**config.mk**
```make
export PLATFORM = sky130hd
export DESIGN_NAME = wfs_fifo
export DESIGN_NICKNAME = d
export VERILOG_FILES = /design/src/rtl/wfs_pkg.sv /design/src/rtl/wfs_fifo.sv
export SDC_FILE = /design/constraint.sdc
export NUM_CORES = 1
export LEC_CHECK = 0
export ABC_AREA = 1
export BUFFER_PORTS_ARGS = -buffer_cell sky130_fd_sc_hd__buf_4
export CAP_MARGIN = 20
export CORE_MARGIN = 2
export CORE_UTILIZATION = 60
export DETAILED_ROUTE_END_ITERATION = 6
export PLACE_DENSITY = 0.79
export REMOVE_ABC_BUFFERS = 1
export SYNTH_ARGS = -nofsm -noshare
export SYNTH_HDL_FRONTEND = slang
export SYNTH_SLANG_ARGS = --single-unit
```
**constraint.sdc**
```tcl
create_clock -name clk -period 6.6 [get_ports clk]
set_input_delay 0.33 -clock clk [delete_from_list [all_inputs] [get_ports clk]]
set_output_delay 0.33 -clock clk [all_outputs]
set_load 0.05 [all_outputs]
```
**src/rtl/wfs_pkg.sv**
```systemverilog
// Shared types and constants for the waveform statistics block.
package wfs_pkg;

	localparam int VALUE_W = 49;
	localparam logic [63:0] VMAX = 64'h0000_FFFF_FFFF_FFFF;
	localparam logic signed [32:0] MIN_START = 33'sh0_FFFF_FFFF;

	// One classified sample on its way from the front end to the accumulator.
	typedef struct packed {
		logic signed [15:0] x;
		logic [15:0]        mag;
		logic               eob;
		logic               drop;
	} smp_t;

	// Totals of one closed block handed to the result engine.
	typedef struct packed {
		logic signed [15:0] mx;
		logic signed [32:0] mn;
		logic [14:0]        n;
		logic signed [30:0] s1;
		logic [29:0]        sa;
		logic [44:0]        s2;
		logic signed [59:0] s3;
		logic [58:0]        s4;
		logic [29:0]        sr;
		logic               drop;
	} blk_t;

	typedef enum logic [3:0] {
		P_MAX, P_MIN, P_MEAN, P_AVG_ABS, P_RMS, P_SMRA, P_FORM,
		P_CREST_POS, P_CREST_NEG, P_IMPULSE_POS, P_IMPULSE_NEG,
		P_MARGIN_POS, P_MARGIN_NEG, P_KURTOSIS, P_SKEWNESS
	} param_t;

endpackage

```
**src/rtl/wfs_fifo.sv**
```systemverilog
// Four-entry queue between the front end and the accumulator.
module wfs_fifo (
	input  logic          clk,
	input  logic          arst_n,
	input  logic          push,
	input  wfs_pkg::smp_t push_data,
	output logic          full,
	input  logic          pop,
	output wfs_pkg::smp_t pop_data,
	output logic          empty
);

	localparam int DEPTH = 4;
	localparam int AW = $clog2(DEPTH);

	wfs_pkg::smp_t mem_q [DEPTH];
	logic [AW-1:0] wr_q;
	logic [AW-1:0] rd_q;
	logic [AW:0]   cnt_q;
	logic          do_push;
	logic          do_pop;

	assign full     = cnt_q == (AW+1)'(DEPTH);
	assign empty    = cnt_q == '0;
	assign pop_data = mem_q[rd_q];
	assign do_push  = push && !full;
	assign do_pop   = pop && !empty;

	always_ff @(posedge clk or negedge arst_n) begin
		if (!arst_n) begin
			wr_q  <= '0;
			rd_q  <= '0;
			cnt_q <= '0;
		end else begin
			if (do_push) begin
				wr_q <= wr_q + 1'b1;
			end
			if (do_pop) begin
				rd_q <= rd_q + 1'b1;
			end
			if (do_push && !do_pop) begin
				cnt_q <= cnt_q + 1'b1;
			end else if (do_pop && !do_push) begin
				cnt_q <= cnt_q - 1'b1;
			end
		end
	end

	always_ff @(posedge clk) begin
		if (do_push) begin
			mem_q[wr_q] <= push_data;
		end
	end

endmodule

```
==> out/qor.yml <==
flow_run:
  drv_cap: 0
floorplanning:
  die_h_um: 103
  die_w_um: 103
  coreArea_mm2: 0.00964
  dieArea_mm2: 0.0106
  start_util: 0.611
  io_pins: 74
  std_cell_rows: 36
route:
  drc: 0
  drt_first_pass_iters: 4
  drtAntennaViolNets: 0
  wl_mm: 10.8
  wl_per_cell_um: 15.9
  vias: 3583
  vias_per_cell: 5.25
  drt-initial-drc-count: 193
yosys:
  syn-instance-count: 458
  yosysMostFrequentCell: "edfxtp_1"
  ys_seq_area_frac: 0.723
  synthFlopType: "edfxtp_1"
  ys_warn_count: 0
  yosys.area.top_type: "edfxtp_1"
  syn-cell-area_mm2: 0.00589
  ys_ff_latch: 143
  ys_top_cells_by_count: "136 x edfxtp_1, 120 x nand2_1, 83 x inv_1"
  syn_avg_cell_area_um2: 12.9
  synthArstFlopShare: 0.0490
  ys_types: 16
  yosysTopAreaCellShare: 0.694
  synthTopCellsByArea: "edfxtp_1 69%, o211ai_1 8.7%, nand2_1 7.6%, inv_1 5.3%, dfrtp_1 3.0%"
  synth-edff-count: 136
setup_path:
  end_kind: "output port"
  slowest_delay_ns: 0.42
  crit_buf_inv: 3
  cp.required_ns: 6.27
  cpMaxStageDelayCell: "dfrtp_1"
  path_max_fanout: 87
  cp.arrival_ns: 2.28
  cpLargestDelayFamily: "buffers and inverters"
  crit_chain: "inv_4, buf_16, nand2_1, o211ai_1, nand2_1, buf_4"
  crit_top_cell: "nand2_1"
  worstSetupPathType: "register to output port"
  cp-start-kind: "register"
timing:
  finClkSkew_ns: 0.00691
  timing.fmax_mhz: 383
  post-route-min-period_ns: 2.61
  rsz0062_at_grt: "false"
  hold_viol_final: 0
  setup-violations-final: 0
  slew_headroom: 0.288
  fin_crit_sh: 0.396
  tightest_slew_ns: 1.07
  final_max_slew_viol_count: 0
  finalSetupTns_ns: 0
clock_tree:
  cts_resized: 0
  cts_tree: "built"
  clockBufferDepth: 2
  cts_max_level: 4
  numCtsBuffers: 17
  cts.sinks: 143
  cts_setup_buffers: 0
  clock_latency_ns: 0.51
  root_buffer: "clkbuf_8"
  clkTransAtPathRegs_ns: 0.07
min_path:
  min_path_type: "input pin to register"
power_and_ir_drop:
  peakVddDrop_uv: 393
  switching_share: 0.417
  p_per_area_mw_per_mm2: 533
  switchingPower_mw: 1.60
  power_mw: 3.83
  internal-power_mw: 2.23
  leakagePower_nw: 2.95
  clockPowerShare: 0.245
  seqPwrFrac: 0.327
  combPwrFrac: 0.428
place:
  io_buffer_count: 73
  hpwl_mm: 6.00
  place_congestion: 0.771
  placed_area_mm2: 0.00645
global_route:
  met3_usage: 0.0549
  grt_pass1_vias: 3412
  grt_max_degree: 139
  overflow: 0
  grt_pass1_wl_mm: 16.2
  grt_util_all_layers: 0.210
  antenna_found_initial: 0
  use_met2: 0.350
  grt_busiest_layer: "met2"
  grtUsageMet1: 0.253
finish:
  fill_cells: 611
  syn_to_final_growth_pct: 21.8
  drive_above_1_share: 0.205
  finalNetCount: 581
  diodes: 0
  design_area_mm2: 0.00717
outcome:
  status: "completed"
[cells by family (layout without fill, tap and decap cells)]
kind of cell | Yosys count | count (layout) | share of synthesized area
xor gates and xnor gates | 1 | 1 | 0.00149
adders and majority gates | 6 | 6 | 0.0140
and+or+nand+nor | 132 | 132 | 0.0861
DFF | 143 | 143 | 0.723
buffers and inverters | 107 | 199 | 0.0875
AOI/OAI and AO/OA | 69 | 69 | 0.0875
[timing repair]
item	in CTS	in global routing
setup endpoints to repair	0	0
hold buffers	4	0
endpoints found under the hold margin	12	0
[sequential cells by signal (all words and copies together) (netlist names)]
register,count
mem_q,136
cnt_q,3
rd_q,2
wr_q,2
[power by group through the flow]
stage / Sequential (mW) / Combinational [mW] / Clock [mW]
2_1_floorplan: 1.28 / 1.09 / 0
3_3_place_gp: 1.26 / 1.55 / 0
3_5_place_dp: 1.27 / 1.59 / 0
5_1_grt: 1.27 / 1.76 / 0.981
4_1_cts: 1.26 / 1.61 / 0.946
6_report: 1.25 / 1.64 / 0.936
[worst paths after layout]
check | start | endpoint | slack [ns] | cells past startpoint
max reg2reg | cnt_q[0] | mem_q[2][10] | 4.37 | 4
min | push_data[17] | mem_q[2][17] | 0.02 | 1
min reg2reg | cnt_q[2] | cnt_q[2] | 0.51 | 2
min in group asynchronous | arst_n | wr_q[0] | 0.17 | 2
max | rd_q[0] | pop_data[31] | 3.99 | 6
max in group asynchronous | arst_n | rd_q[0] | 6.31 | 2
[per-layer routing]
metal	share of wire	up-vias
li1	-	1749
met1	0.40	1710
met2	0.52	106
met3	0.056	18
met4	0.021	0
met5	0	-
[layout make-up]
| type | count | area, µm² | share of cell area |
|---|---|---|---|
| sequential | 143 | 4260 | 0.594 |
| inverter | 85 | 322 | 0.0448 |
| multi-input combinational | 208 | 1140 | 0.159 |
| tap | 133 | 166 | 0.0232 |
| timing repair buffer | 82 | 698 | 0.0973 |
| clock buffer | 19 | 422 | 0.0588 |
| clock inverter | 13 | 163 | 0.0227 |
[through the flow]
stage	util	hold WS, ns	setup WS (ns)	std cells
after floorplan	-	0.0344	4.01	436
after global placement	0.669	0.145	4.43	643
after detailed placement	0.669	0.149	4.30	643
after CTS	0.734	0.000415	3.68	679
after global routing	0.744	0.00349	3.82	683
final	0.744	0.0150	3.99	683
[cell usage in the layout (no fill, tap or decap), types with 2 or more instances in the layout]
master and instances:
clkbuf_1 2, edfxtp_1 136, nand2_1 120, buf_16 3
nand3_1 7, inv_6 3, buf_4 74, clkbuf_16 16
dlygate4sd3_1 4, bufinv_16 3, inv_1 83, nor2_4 4
o211ai_1 68, clkinvlp_4 5, dfrtp_1 7, ha_1 5
No activity file was read; power rests on OpenSTA's default activity.
