<file path="config.mk">
export PLATFORM = sky130hd
export DESIGN_NAME = wfs_front
export DESIGN_NICKNAME = d
export VERILOG_FILES = /design/src/rtl/wfs_pkg.sv /design/src/rtl/wfs_front.sv
export SDC_FILE = /design/constraint.sdc
export NUM_CORES = 1
export LEC_CHECK = 0
export BUFFER_PORTS_ARGS = -buffer_cell sky130_fd_sc_hd__buf_2
export CAP_MARGIN = 20
export CORE_AREA = 2 2 61 85
export CTS_CLUSTER_DIAMETER = 200
export DETAILED_ROUTE_END_ITERATION = 7
export DIE_AREA = 0 0 63 87
export GPL_ROUTABILITY_DRIVEN = 0
export HOLD_SLACK_MARGIN = 0.02
export PLACE_DENSITY = 0.71
export SYNTH_ARGS = -nofsm -noshare
export SYNTH_HDL_FRONTEND = slang
export SYNTH_SLANG_ARGS = --single-unit
</file>
<file path="constraint.sdc">
create_clock -name clk -period 3.35 [get_ports clk]
set_input_delay 0.67 -clock clk [delete_from_list [all_inputs] [get_ports clk]]
set_output_delay 0.67 -clock clk [all_outputs]
set_load 0.05 [all_outputs]
</file>
<file path="src/rtl/wfs_pkg.sv">
// Shared types and constants for the waveform statistics block.
package wfs_pkg;

	localparam int VALUE_W = 49;
	localparam logic [63:0] VMAX = 64'h0000_FFFF_FFFF_FFFF;
	localparam logic signed [32:0] MIN_START = 33'sh0_FFFF_FFFF;

	// One classified sample on its way from the front end to the accumulator.
	typedef struct packed {
		logic signed [15:0] x;
		logic [15:0]        mag;
		logic               eob;
		logic               drop;
	} smp_t;

	// Totals of one closed block handed to the result engine.
	typedef struct packed {
		logic signed [15:0] mx;
		logic signed [32:0] mn;
		logic [14:0]        n;
		logic signed [30:0] s1;
		logic [29:0]        sa;
		logic [44:0]        s2;
		logic signed [59:0] s3;
		logic [58:0]        s4;
		logic [29:0]        sr;
		logic               drop;
	} blk_t;

	typedef enum logic [3:0] {
		P_MAX, P_MIN, P_MEAN, P_AVG_ABS, P_RMS, P_SMRA, P_FORM,
		P_CREST_POS, P_CREST_NEG, P_IMPULSE_POS, P_IMPULSE_NEG,
		P_MARGIN_POS, P_MARGIN_NEG, P_KURTOSIS, P_SKEWNESS
	} param_t;

endpackage

</file>
<file path="src/rtl/wfs_front.sv">
// Input stage: takes samples, sign-extends them and marks samples past capacity.
module wfs_front #(
	parameter int MAX_SAMPLES = 16384,
	parameter int SAMPLE_BITS = 16
) (
	input  logic          clk,
	input  logic          arst_n,
	input  logic          s_tvalid,
	output logic          s_tready,
	input  logic [15:0]   s_tdata,   // [15:0] sample
	input  logic          s_tlast,
	output logic          push,
	output wfs_pkg::smp_t push_data,
	input  logic          full
);

	localparam int CW = $clog2(MAX_SAMPLES + 1);

	logic [CW-1:0]      cnt_q;
	logic               valid_s1;
	wfs_pkg::smp_t      item_s1;
	logic signed [15:0] x;
	logic               take;

	assign x         = 16'($signed(s_tdata[SAMPLE_BITS-1:0]));
	assign s_tready  = !valid_s1 || !full;
	assign take      = s_tvalid && s_tready;
	assign push      = valid_s1 && !full;
	assign push_data = item_s1;

	always_ff @(posedge clk or negedge arst_n) begin
		if (!arst_n) begin
			valid_s1 <= 1'b0;
			cnt_q    <= '0;
		end else begin
			if (take) begin
				valid_s1 <= 1'b1;
			end else if (push) begin
				valid_s1 <= 1'b0;
			end
			if (take) begin
				if (s_tlast) begin
					cnt_q <= '0;
				end else if (cnt_q < CW'(MAX_SAMPLES)) begin
					cnt_q <= cnt_q + 1'b1;
				end
			end
		end
	end

	always_ff @(posedge clk) begin
		if (take) begin
			item_s1.x    <= x;
			item_s1.mag  <= x[15] ? $unsigned(-x) : $unsigned(x);
			item_s1.eob  <= s_tlast;
			item_s1.drop <= cnt_q >= CW'(MAX_SAMPLES);
		end
	end

endmodule

</file>
==> metrics <==
status completed; Syn Inst Count 167; starting density of the core around 45%; number of enable flip-flop cells after synthesis 33; overall die width approximately 63 µm; number of instances resized during post-cts repair 0; CTS H-tree lvls 2; Total Routed Length 3674 µm; area of the core region about 4800 µm²; hold buffer count at cts 0; post-synthesis share of cell area spent on and, or, nand and nor gates approximately 15%; Area growth, synth to finish 20.77%; # placed instances roughly 280; final std cells w/o fill 291; total power after layout between 1 and 1.5 mW; Crit path depth 5; Synth Area in Compound Gates under 10%; Bufs on Longest Clock Path 2; routed wire length per instance 12.63 µm; total power divided by cell area a little under 500 nW/µm²; Rel. slew slack 57.99%; worst skew pair latency about 0.31 ns; First-pass DRT Iterations 4; CTS tree done; Iter 0 DRT Violations between 80 and 90; reg2reg start valid_s1; synthesized netlist net count between 150 and 200; final-report setup violation count 0; post-layout util 54.17%; number of synthesis warnings 0; remaining global-route overflow 0; number of diodes 0; path class of the lowest-slack min-delay path input port to asynchronous set/reset pin; crit share post-route between 60% and 70%; post-detailed-route via-to-cell ratio 5.007; pin count of the biggest net entering global routing 24; multiplexer share of the synthesized area less than 1%; antenna viol nets, final 0; total half-perimeter wirelength after legalization and detailed placement around 2700 µm; Largest delay share family, worst path simple AND/OR/NAND/NOR gates; class of the most critical setup path input port to flip-flop; combinational family with the most area after synthesis simple AND/OR/NAND/NOR gates; most common cell after layout, fill and taps aside sky130_fd_sc_hd__buf_2; depth of the worst register-to-register path 4; min cycle time layout 2.030 ns; number of placement rows 30; number of distinct standard cells referenced by the synthesized netlist 35; arrival time of the worst setup path 2.25 ns; Synth async-reset ratio between 30% and 40%; required time of the worst setup path between 3 and 4 ns; post-synthesis xor/xnor area fraction under 10%; DRC violations left 0; register-to-register path setup slack around 1.4 ns; leading cell types in the layout, fill and taps excluded sky130_fd_sc_hd__buf_2 (56), sky130_fd_sc_hd__edfxtp_1 (33), sky130_fd_sc_hd__dfrtp_1 (16); highest-delay cell along the critical path sky130_fd_sc_hd__a21boi_4; first-pass GRT wire length 6127 µm; cells traversed along the worst timing path buf_2, a21boi_4, nand4_1, or3_1, a21oi_1; number of nets in the final layout 250; cell at the root of the clock tree sky130_fd_sc_hd__clkbuf_8; Slew @ Worst Pin ~0.63 ns; buffers and inverters on the worst path 1; worst vdd rail ir drop between 0.2 and 0.3 mV; Max Freq 492.5 MHz; commonest register cell after synthesis sky130_fd_sc_hd__edfxtp_1; total routing resource utilization after global routing between 10% and 20%; arithmetic-cell share of the synthesized area counting full adders, half adders and majority gates 1.755%; first element of the critical path full; clock transition at the registers of the reported paths ~0.090 ns; setup TNS 0 ns; floorplan die area between 5000 and 6000 µm²; area of the multi-input gates approximately 700 µm²; maximum capacitance violations 0; Setup crit end cnt_q[9]; post-synthesis register bit count 49; ports placed on the boundary 57; worst stage delay on the critical path 0.52 ns; storage element area 1391 µm²; antenna violations before repair 0; crit path launch type input port; height of the die 87 µm; mean instance size in the synthesized netlist about 13 µm²; via count of the first global-routing pass about 1400; clock skew after layout roughly 0.011 ns; element type at the critical path end flip-flop; reg-to-reg endpoint cnt_q[9]; Max Slew Vio Count 0; filler cell count approximately 430; clock buffer count from CTS 5; crit-path max FO 23; setup fix buffers added after clock tree synthesis 0; count of port buffers added during placement 56; RSZ-0062 raised after global routing no; standby leakage power roughly 1.0 nW; number of sinks on the clock net 49; vias after detailed routing 1457; share of cells above drive strength 1 30.40%; sequential element share of the synthesized area roughly two thirds; Final Hold Viols 0; netlist area before placement approximately 2100 µm²
[worst min path at each step]
stage	start	to	slack (ns)	cells after the start
after floorplan	arst_n	cnt_q[0]	0.37	0
after global placement	cnt_q[14]	push_data[0]	0.51	0
after detailed placement	cnt_q[14]	push_data[0]	0.50	0
after CTS	arst_n	cnt_q[13]	0.28	1
after global routing	arst_n	cnt_q[13]	0.28	1
final	arst_n	cnt_q[12]	0.27	1
[where the power goes]
part | total (mW) | leakage [nW] | switching, mW | internal (mW)
Sequential | 0.705 | 0.531 | 0.0147 | 0.690
Clock | 0.338 | 0.0374 | 0.191 | 0.147
Combinational | 0.218 | 0.459 | 0.160 | 0.0576
Total | 1.26 | 1.03 | 0.366 | 0.895
[per-layer routing]
metal | global-route usage [%] | vias to the layer above | share of wire [%]
met1 | 16.75 | 669 | 41
met4 | 7.879 | 0 | 2.6
met3 | 3.105 | 10 | 5.3
li1 | - | 727 | -
met2 | 24.56 | 51 | 51
met5 | 0 | - | 0
[Yosys cell counts, drive strengths merged, types with 2 or more instances]
cell    instances  share of area [%]
nand2b          5                1.5
nand4           7                2.0
or3             8                2.6
a21boi          2               0.70
nor2            7                1.2
and2            3               0.88
and4            2               0.82
dfrtp          16                 19
nand3           3               0.70
edfxtp         33                 46
nand2          13                2.3
a21oi           7                1.6
nor3            2               0.47
o31ai           4                2.0
inv             6                1.1
o21ai          13                3.0
clkbuf          4               0.70
ha              3                1.8
xnor2          13                5.3
nor4            2               0.59
xor2            4                1.6
[area by class of cell]
class / count / share of cell area (%)
Multi-Input combinational cell: 107 / 27.62
Clock inverter: 2 / 0.5814
Tap cell: 64 / 3.101
Sequential cell: 49 / 53.88
Timing Repair Buffer: 57 / 11.14
Inverter: 6 / 0.8721
Clock buffer: 6 / 2.810
[through the flow]
step                hold WS [ns]  area, µm²  setup slack, ns
global route              0.2809       2582            1.100
detailed placement        0.5028       2495           0.9674
floorplan                 0.3744       2138           0.6048
finish                    0.2664       2582            1.320
CTS                       0.2756       2582            1.298
global placement          0.5059       2495            1.027
[registers in the layout (all words and copies together), names as in the netlist]
register,flops
valid_s1,1
push_data,33
cnt_q,15
[cell families (layout without fill, tap and decap cells)]
kind of cell,Yosys count,after routing
adder cells (fa/ha/maj),3,3
AO/OA/AOI/OAI,30,30
flip-flops,49,49
buffers and inverters,11,71
XOR/XNOR,17,17
AND/OR/NAND/NOR,56,56
multiplexers,1,1
Note: power is estimated with default switching activity, not from simulation.
